--- config.mk ---
export PLATFORM = sky130hd
export DESIGN_NAME = fmn_divider
export DESIGN_NICKNAME = d
export VERILOG_FILES = /design/src/rtl/fmn_pkg.sv /design/src/rtl/fmn_divider.sv
export SDC_FILE = /design/constraint.sdc
export NUM_CORES = 1
export LEC_CHECK = 0
export CORE_MARGIN = 4
export CORE_UTILIZATION = 30
export CTS_CLUSTER_SIZE = 25
export DETAILED_ROUTE_END_ITERATION = 16
export DONT_BUFFER_PORTS = 1
export GPL_TIMING_DRIVEN = 0
export SLEW_MARGIN = 15
export SYNTH_ARGS = -nofsm -noshare
export SYNTH_HDL_FRONTEND = slang
export SYNTH_SLANG_ARGS = --single-unit
--- constraint.sdc ---
create_clock -name clk -period 4.3 [get_ports clk]
set_input_delay 0.215 -clock clk [delete_from_list [all_inputs] [get_ports clk]]
set_output_delay 0.215 -clock clk [all_outputs]
set_load 0.03 [all_outputs]
--- src/rtl/fmn_pkg.sv ---
// ----------------------------------------------------------------------------
// fmn_pkg
// Shared constants and types for the frame buffer with peak normalization.
// ----------------------------------------------------------------------------
package fmn_pkg;

  // defaults for top-level parameters
  localparam int DEF_MAX_WIDTH    = 128;
  localparam int DEF_MAX_HEIGHT   = 128;
  localparam int DEF_CHANNEL_BITS = 16;

  // fixed field widths
  localparam int COORD_BITS     = 7;
  localparam int CFG_INDEX_BITS = 4;
  localparam int CFG_DATA_BITS  = 8;
  localparam int OUT_BITS       = 8;
  localparam int NUM_CHANNELS   = 3;

  // register indexes
  localparam logic [CFG_INDEX_BITS-1:0] REG_IMAGE_WIDTH  = 4'd0;
  localparam logic [CFG_INDEX_BITS-1:0] REG_IMAGE_HEIGHT = 4'd1;

  localparam logic [CFG_DATA_BITS-1:0] IMAGE_WIDTH_RESET = 8'd128;

  // item modes
  localparam logic MODE_WRITE = 1'b0;
  localparam logic MODE_READ  = 1'b1;

  // scaling: q = (c*2*255 + peak) / (2*peak), saturated at 255
  localparam logic [OUT_BITS-1:0] OUT_FULL = 8'd255;
  localparam int NUM_SCALE      = 510;
  localparam int NUM_EXTRA_BITS = 10;   // c*510 + peak fits in CHANNEL_BITS+10 bits

  // one saturation check plus one step per quotient bit
  localparam int DIV_STEPS = OUT_BITS + 1;

  typedef struct packed {
    logic wr_en;
    logic rd_en;
  } mem_ctl_t;

endpackage

--- src/rtl/fmn_divider.sv ---
// ----------------------------------------------------------------------------
// fmn_divider
// Restoring divider for one channel: 8-bit quotient, saturates at full scale.
// ----------------------------------------------------------------------------
module fmn_divider #(
  parameter int CHANNEL_BITS = fmn_pkg::DEF_CHANNEL_BITS
) (
  input  logic                                            clk,
  input  logic                                            rst,
  input  logic                                            start,
  input  logic [CHANNEL_BITS+fmn_pkg::NUM_EXTRA_BITS-1:0] num,
  input  logic [CHANNEL_BITS:0]                           den,
  output logic                                            busy,
  output logic                                            done,
  output logic [fmn_pkg::OUT_BITS-1:0]                    quot
);

  localparam int NW = CHANNEL_BITS + fmn_pkg::NUM_EXTRA_BITS;
  localparam int CW = $clog2(fmn_pkg::DIV_STEPS + 1);
  localparam int QB = fmn_pkg::OUT_BITS;

  logic [NW-1:0] rem;
  logic [NW-1:0] dsh;     // divisor aligned to the current quotient bit
  logic [QB-1:0] q;
  logic          sat;
  logic [CW-1:0] cnt;

  // control
  always_ff @(posedge clk) begin
    if (rst) begin
      busy <= 1'b0;
      done <= 1'b0;
      cnt  <= '0;
    end else begin
      done <= 1'b0;
      if (start) begin
        busy <= 1'b1;
        cnt  <= CW'(fmn_pkg::DIV_STEPS);
      end else if (busy) begin
        cnt <= cnt - CW'(1);
        if (cnt == CW'(1)) begin
          busy <= 1'b0;
          done <= 1'b1;
        end
      end
    end
  end

  // datapath
  always_ff @(posedge clk) begin
    if (start) begin
      rem <= num;
      dsh <= NW'(den) << (QB - 1);
      q   <= '0;
      sat <= 1'b0;
    end else if (busy) begin
      if (cnt == CW'(fmn_pkg::DIV_STEPS)) begin
        // quotient would not fit in eight bits
        sat <= {1'b0, rem} >= {dsh, 1'b0};
      end else begin
        if (rem >= dsh) begin
          rem <= rem - dsh;
          q   <= {q[QB-2:0], 1'b1};
        end else begin
          q   <= {q[QB-2:0], 1'b0};
        end
        dsh <= dsh >> 1;
      end
    end
  end

  assign quot = sat ? fmn_pkg::OUT_FULL : q;

endmodule

==> results by group, run 1 <==
Run status
  – Outcome: complete, no violations

Route
  – DRC Markers: 0
  – Drt first pass iters: 4
  – WL/cell: 17.6 um
  – Routed vias/inst: ~5.2
  – Routed Antenna Nets: 0
  – DRT iter0 DRCs: 247
  – Routed WL: 13700 um
  – Via count: 4023

Critical path
  – Most frequent CP cell: inv_1
  – Crit-path max cell delay: 0.50 ns
  – CP Class: flop to flop
  – Worst Path Buf+Inv: 3
  – CP top delay family: compound AO/OA/AOI/OAI gates
  – Worst Path Arrival: roughly 3.6 ns
  – CP Capture Type: flop
  – CP Max Fanout: 18
  – Crit-path cells: inv_1 > ha_1 > inv_1 > fa_1 > a211oi_1 > o21a_1 > o211ai_1 > and3_1 > o21ai_0 > a31oi_4 > buf_16
  – CP Launch Type: flop
  – Slowest library cell on the worst path: o21ai_0
  – Crit path required time: 4.39 ns

STA
  – Final period util: 0.805
  – Worst slew pin tran: about 0.81 ns
  – Final setup vio count: 0
  – RSZ-0062 raised after global routing: no
  – Final Hold Vio Count: 0
  – Worst rel slew slack: 0.459
  – Max-slew violation count: 0
  – Skew final: 0.0117 ns
  – Tmin final: 3.46 ns
  – Max Freq: roughly 290 MHz

Power
  – P per Cell Area: approximately 540 mW/mm^2
  – LEAKAGE: approximately 2.1 nW
  – VDD IR max: 0.204 mV

Clock tree
  – Inserted Clock Buffers: 9
  – Gates resized, CTS repair: 0
  – Clock slew at reported path FFs: 0.06 ns
  – Root buffer cell: clkbuf_16
  – Worst-case clock buffer depth: 2
  – Clock sinks: 65
  – TritonCTS clock tree: built
  – Clk_lat worst skew: around 0.34 ns
  – H-tree levels: 3

Floorplan
  – Starting Density: 0.309
  – IO Pins: 56
  – Site row count: 45
  – CORE AREA: 0.0153 mm^2
  – Die width: 134 um
  – Die H: 134 um
  – Die area: 0.0179 mm^2

Synth
  – FF+latch count, synth: 65
  – Syn nets: 642
  – Post-synth ARST share: 0
  – Seq/Total Area, Yosys: 0.365
  – Area fraction of the dominant cell type after synthesis: 0.272
  – Post-synth EDFFs: 43
  – Mapped cell area: 0.00474 mm^2
  – Synth Instances: between 500 and 600
  – Ys flop type: edfxtp_1
  – Synthesis Warnings: 0
  – Avg Inst Size Synth: approximately 8.7 um^2
  – Post-synth top cells: nand2_1, ha_1, a21oi_1, edfxtp_1, inv_1
  – Count leader, synth: nand2_1
  – Post-synth top area cell: edfxtp_1
  – Distinct cells, synth: 57
  – Top cells by area, synth: edfxtp_1, ha_1, dfxtp_1

GRT
  – First-pass GRT wire length: 22000 um
  – Grt total ovfl: 0
  – Vias in the first global route: 4079
  – Tot GR Track Use: 0.157
  – Pin count of the biggest net entering global routing: 19
  – Initial antenna violation count: 1

Worst hold path
  – Type of the tightest min-delay check: input pin to flop

Placed design
  – Cell Area, Placed: 0.00505 mm^2
  – Port-buffer cells: 0
  – Post-DP HPWL: 10700 um
  – GP Congestion: 0.927

Flow run
  – Max Cap Violations: 0

Finish
  – Fin util: 0.349
  – Register area: 0.00173 mm^2
  – Layout cells sized above 1: 0.0693
  – Area growth syn-to-layout: 12.7%
  – Design area: between 0.005 and 0.006 mm^2
  – Area of the multi-input gates: 0.00275 mm^2
  – Fin nets: 655
  – Fillers: about 1600
path summary, 6_finish.rpt:
path,end,slack (ns),startpoint,cells past startpoint
max,rem[16]$_DFFE_PP_,0.84,rem[0]$_DFFE_PP_,11
min,dsh[20]$_DFFE_PP_,0.06,den[13],2
max reg2reg,rem[16]$_DFFE_PP_,0.84,rem[0]$_DFFE_PP_,11
min reg2reg,q[7]$_SDFFE_PP0P_,0.47,q[7]$_SDFFE_PP0P_,2
kinds of logic (layout without fill, tap and decap cells):
| family | Yosys count | after routing | share of synthesized area |
|---|---|---|---|
| simple gates | 172 | 172 | 0.168 |
| mux | 4 | 4 | 0.00924 |
| compound gates | 166 | 166 | 0.226 |
| other cells | 0 | 1 | 0 |
| flops | 65 | 65 | 0.365 |
| fa+ha+maj | 51 | 51 | 0.136 |
| xor+xnor | 20 | 20 | 0.0370 |
| buf+inv | 67 | 85 | 0.0581 |
final cells by class:
| class | count | share of cell area |
|---|---|---|
| Multi-Input combinational cell | 413 | 0.514 |
| Sequential cell | 65 | 0.324 |
| Clock inverter | 4 | 0.00468 |
| Timing Repair Buffer | 2 | 0.00703 |
| Buffer | 30 | 0.0255 |
| Antenna cell | 1 | 0.000468 |
| Clock buffer | 12 | 0.0483 |
| Tap cell | 211 | 0.0494 |
| Inverter | 37 | 0.0260 |
registers in the layout (all words and copies together), names as in the netlist:
signal  count
rem        26
dsh        24
q           8
cnt         4
busy        1
done        1
sat         1
metal layers:
layer,wire length [um],vias to the layer above,track usage
met3,799,21,0.0476
li1,-,2019,-
met4,255,0,0.0480
met2,6290,76,0.253
met1,6320,1907,0.204
met5,0,-,0
power breakdown:
group	switching, mW	internal (mW)	total [mW]
Clock	0.286	0.425	0.711
Combinational	0.795	0.524	1.32
Sequential	0.0703	0.806	0.876
layout by cell type, fill, tap and decap left out, types with 4 or more instances in the layout:
cell type  synthesis  routed
a211oi_1           7       7
edfxtp_1          43      43
clkbuf_16          0      10
nand2_1           93      93
inv_1             36      36
ha_1              50      50
nor3_1             5       5
o21a_1             5       5
clkbuf_1          18      20
nor2_1            20      20
a31oi_1            5       4
or2_2              8       8
dfxtp_1           22      22
o31ai_1           20      20
xor2_1             7       7
nand3_1           11      11
o21ai_0           31      31
nand4_1           12      12
a21o_1            16      16
o211ai_1           8       8
nand2b_1           5       5
o21bai_1           4       4
buf_2              6       6
xnor2_1           13      13
a21oi_1           48      48
per-stage QoR:
stage          total power [mW]  hold WS (ns)  setup slack [ns]  cells  TNS [ns]
2_1_floorplan              1.87         0.284             0.755    545         0
3_3_place_gp               2.17         0.286            -0.643    756    -16.67
3_5_place_dp               2.20         0.289             0.847    757         0
4_1_cts                    2.92        0.0510             0.796    774         0
5_1_grt                    3.14        0.0638             0.522    774         0
6_report                   2.91        0.0648             0.840    775         0
timing repair:
item / CTS / global route
endpoints found under the hold margin: 6 / 0
buffers inserted: 0 / 0
hold buffers: 1 / 0
No activity file was read; power rests on OpenSTA's default activity.
==> inputs of run 2 (changes only) <==
==> constraint.sdc (replaced) <==
create_clock -name clk -period 3.1 [get_ports clk]
set_input_delay 0.155 -clock clk [delete_from_list [all_inputs] [get_ports clk]]
set_output_delay 0.155 -clock clk [all_outputs]
set_load 0.03 [all_outputs]
==> run 2 against run 1 <==
Effect of this change:
- combinational power increased by 42%
- setup slack worse by 0.62 ns
- routed wire length stayed put
- register-to-register slack worse by 0.62 ns
- non-clock buffer count grew 20
- final cell count grew 2.5%
- clock power rose by 50%
- maximum frequency grew 20%
- highest routed layer is now met5
- critical endpoint is now rem[15]$_DFFE_PP_
==> results by group, run 2 (synthesis gave the netlist of run 1 again) <==
Finish
  – Design area: 0.00559 mm^2 (+4.7%)
  – Max reg flops: 26 (unchanged)
  – Fillers: 1598 (-2.6%)
  – Area growth syn-to-layout: 18.0%
  – Register name with the most flops: rem
  – Highest-count cells in the layout ignoring fill and taps: nand2_1, ha_1, a21oi_1, edfxtp_1, inv_1
  – Final cell count without fillers: 794 (+2.5%)
  – Biggest regs: rem (26), dsh (24), q (8)
  – Antenna Cells: 0 (-1)
  – Most common cell after layout, fill and taps aside: nand2_1
  – Layout cells sized above 1: 0.0840 (+0.0148)
  – Fin nets: 675 (+3.1%)
  – Fin util: 0.365 (+0.0163)

Critical path
  – CP top delay family: compound AO/OA/AOI/OAI gates
  – CP Class: flop to flop
  – Most frequent CP cell: inv_1
  – Slowest library cell on the worst path: edfxtp_1
  – CP Max Fanout: 17 (-1)
  – Crit-path max cell delay: 0.39 ns (-0.11 ns)
  – Crit path required time: 3.20 ns (-1.19 ns)
  – CP Capture Type: flop
  – Worst Path Arrival: 2.98 ns (-0.57 ns)
  – Crit-path cells: inv_1 > ha_1 > inv_1 > fa_2 > a211oi_2 > o21a_1 > o211ai_1 > and3_2 > o21ai_4 > a31oi_4 > buf_16
  – Worst Path Buf+Inv: 3 (unchanged)
  – CP Launch Type: flop

STA
  – RSZ-0062 raised after global routing: no
  – Tmin final: 2.88 ns (-0.579 ns)
  – Max-slew violation count: 0 (unchanged)
  – Final setup vio count: 0 (unchanged)
  – Worst hold slack: 0.00943 ns (-0.0554 ns)
  – Worst slew pin tran: 0.814 ns (+0.00404 ns)
  – Final Worst Setup Slack: 0.219 ns (-0.621 ns)
  – Worst rel slew slack: 0.457 (-0.00270)
  – Final period util: 0.929 (+0.125)
  – Max Freq: 347 MHz (+20%)
  – Skew final: 0.0111 ns (-0.000599 ns)
  – Final Hold Vio Count: 0 (unchanged)

Power
  – LEAKAGE: 2.17 nW (+5.1%)
  – VDD IR max: 0.289 mV (+42%)
  – Clock power share: 0.258 (+0.013)
  – Sw frac: 0.390 (-0.00586)
  – Internal: 2.54 mW (+45%)
  – Sw Pwr: 1.63 mW (+41%)
  – Seq pwr share: 0.292 (-0.009)
  – Combinational share of power: 0.450 (-0.004)
  – P per Cell Area: 745 mW/mm^2 (+37%)

Floorplan
  – Die H: 134 um (unchanged)
  – Starting Density: 0.309 (unchanged)
  – CORE AREA: 0.0153 mm^2 (unchanged)
  – Site row count: 45 (unchanged)
  – Die area: 0.0179 mm^2 (unchanged)
  – IO Pins: 56 (unchanged)
  – Die width: 134 um (unchanged)

GRT
  – Initial antenna violation count: 1 (unchanged)
  – Pin count of the biggest net entering global routing: 18 (-1)
  – Vias in the first global route: 4240 (+3.9%)
  – Tot GR Track Use: 0.158 (+0.00127)
  – First-pass GRT wire length: 22300 um (+1.4%)
  – Grt total ovfl: 0 (unchanged)

Clock tree
  – Root buffer cell: clkbuf_16
  – Inserted Clock Buffers: 9 (unchanged)
  – Clock slew at reported path FFs: 0.06 ns (about the same)
  – Clk_lat worst skew: 0.35 ns (about the same)
  – Worst-case clock buffer depth: 2 (unchanged)
  – TritonCTS clock tree: built
  – H-tree levels: 3 (unchanged)
  – Clock sinks: 65 (unchanged)

Placed design
  – Pre-CTS setup slack: -0.407 ns (-1.25 ns)
  – Port-buffer cells: 0 (unchanged)
  – Placed insts: 757 (unchanged)
  – Post-DP HPWL: 10700 um (about the same)
  – Cell Area, Placed: 0.00505 mm^2 (unchanged)
  – GP Congestion: 0.926 (about the same)

Flow run
  – Max Cap Violations: 0 (unchanged)

Route
  – DRT iter0 DRCs: 242 (-2.0%)
  – WL/cell: 17.2 um (-2.4%)
  – Routed WL: 13700 um (unchanged)
  – Via count: 4099 (+1.9%)
  – Drt first pass iters: 4 (unchanged)
  – DRC Markers: 0 (unchanged)
  – Routed Antenna Nets: 0 (unchanged)
  – Routed vias/inst: 5.16 (-0.55%)

Run status
  – Outcome: complete, no violations

Worst hold path
  – Type of the tightest min-delay check: input pin to flop
run 2: changes by cell type in the layout (fill, tap and decap cells not counted), sizes merged:
cell         previous run  this run
dlygate4sd3             1        18
clkinv                  4         3
buf                    12        15
inv                    37        38
diode                   1         0
run 2: power groups by stage:
stage	sequential, mW	clock, mW	combinational, mW
3_5_place_dp	1.23	0	1.80
5_1_grt	1.23	1.13	2.12
3_3_place_gp	1.23	0	1.77
6_report	1.22	1.07	1.88
2_1_floorplan	1.20	0	1.40
4_1_cts	1.22	1.10	1.85
run 2: worst paths after layout:
| check | from | to | slack [ns] | cells past startpoint |
|---|---|---|---|---|
| max | rem[0]$_DFFE_PP_ | rem[15]$_DFFE_PP_ | 0.22 | 11 |
| min | num[4] | rem[4]$_DFFE_PP_ | 0.009 | 2 |
| max reg2reg | rem[0]$_DFFE_PP_ | rem[15]$_DFFE_PP_ | 0.22 | 11 |
| min reg2reg | q[7]$_SDFFE_PP0P_ | q[7]$_SDFFE_PP0P_ | 0.46 | 2 |
run 2: per-stage QoR:
step | total power, mW | TNS [ns]
finish | 4.17 | 0
global route | 4.49 | 0
CTS | 4.17 | 0
detailed placement | 3.04 | -8.86
global placement | 3.00 | -21.42
floorplan | 2.60 | 0
run 2: final cells by class:
| type | count | area [um^2] | share of cell area |
|---|---|---|---|
| Buffer | 30 | 136 | 0.0244 |
| Sequential cell | 65 | 1730 | 0.310 |
| Clock buffer | 12 | 289 | 0.0517 |
| Multi-Input combinational cell | 413 | 2770 | 0.496 |
| Clock inverter | 4 | 28.8 | 0.00515 |
| Timing Repair Buffer | 22 | 230 | 0.0412 |
| Inverter | 37 | 139 | 0.0248 |
| Tap cell | 211 | 264 | 0.0472 |
run 2: metal layers:
layer,GRT usage,share of wire,vias up
li1,-,-,2056
met5,0,0.00095,-
met3,0.0408,0.053,19
met2,0.254,0.46,86
met1,0.206,0.46,1936
met4,0.0589,0.021,2
run 2: repair_timing:
action,4_1_cts,5_1_grt
pin swaps,1,1
buffers inserted,2,1
endpoints found under the setup margin,27,27
resized for setup,3,4
hold buffers,18,0
hold endpoints to repair,23,0
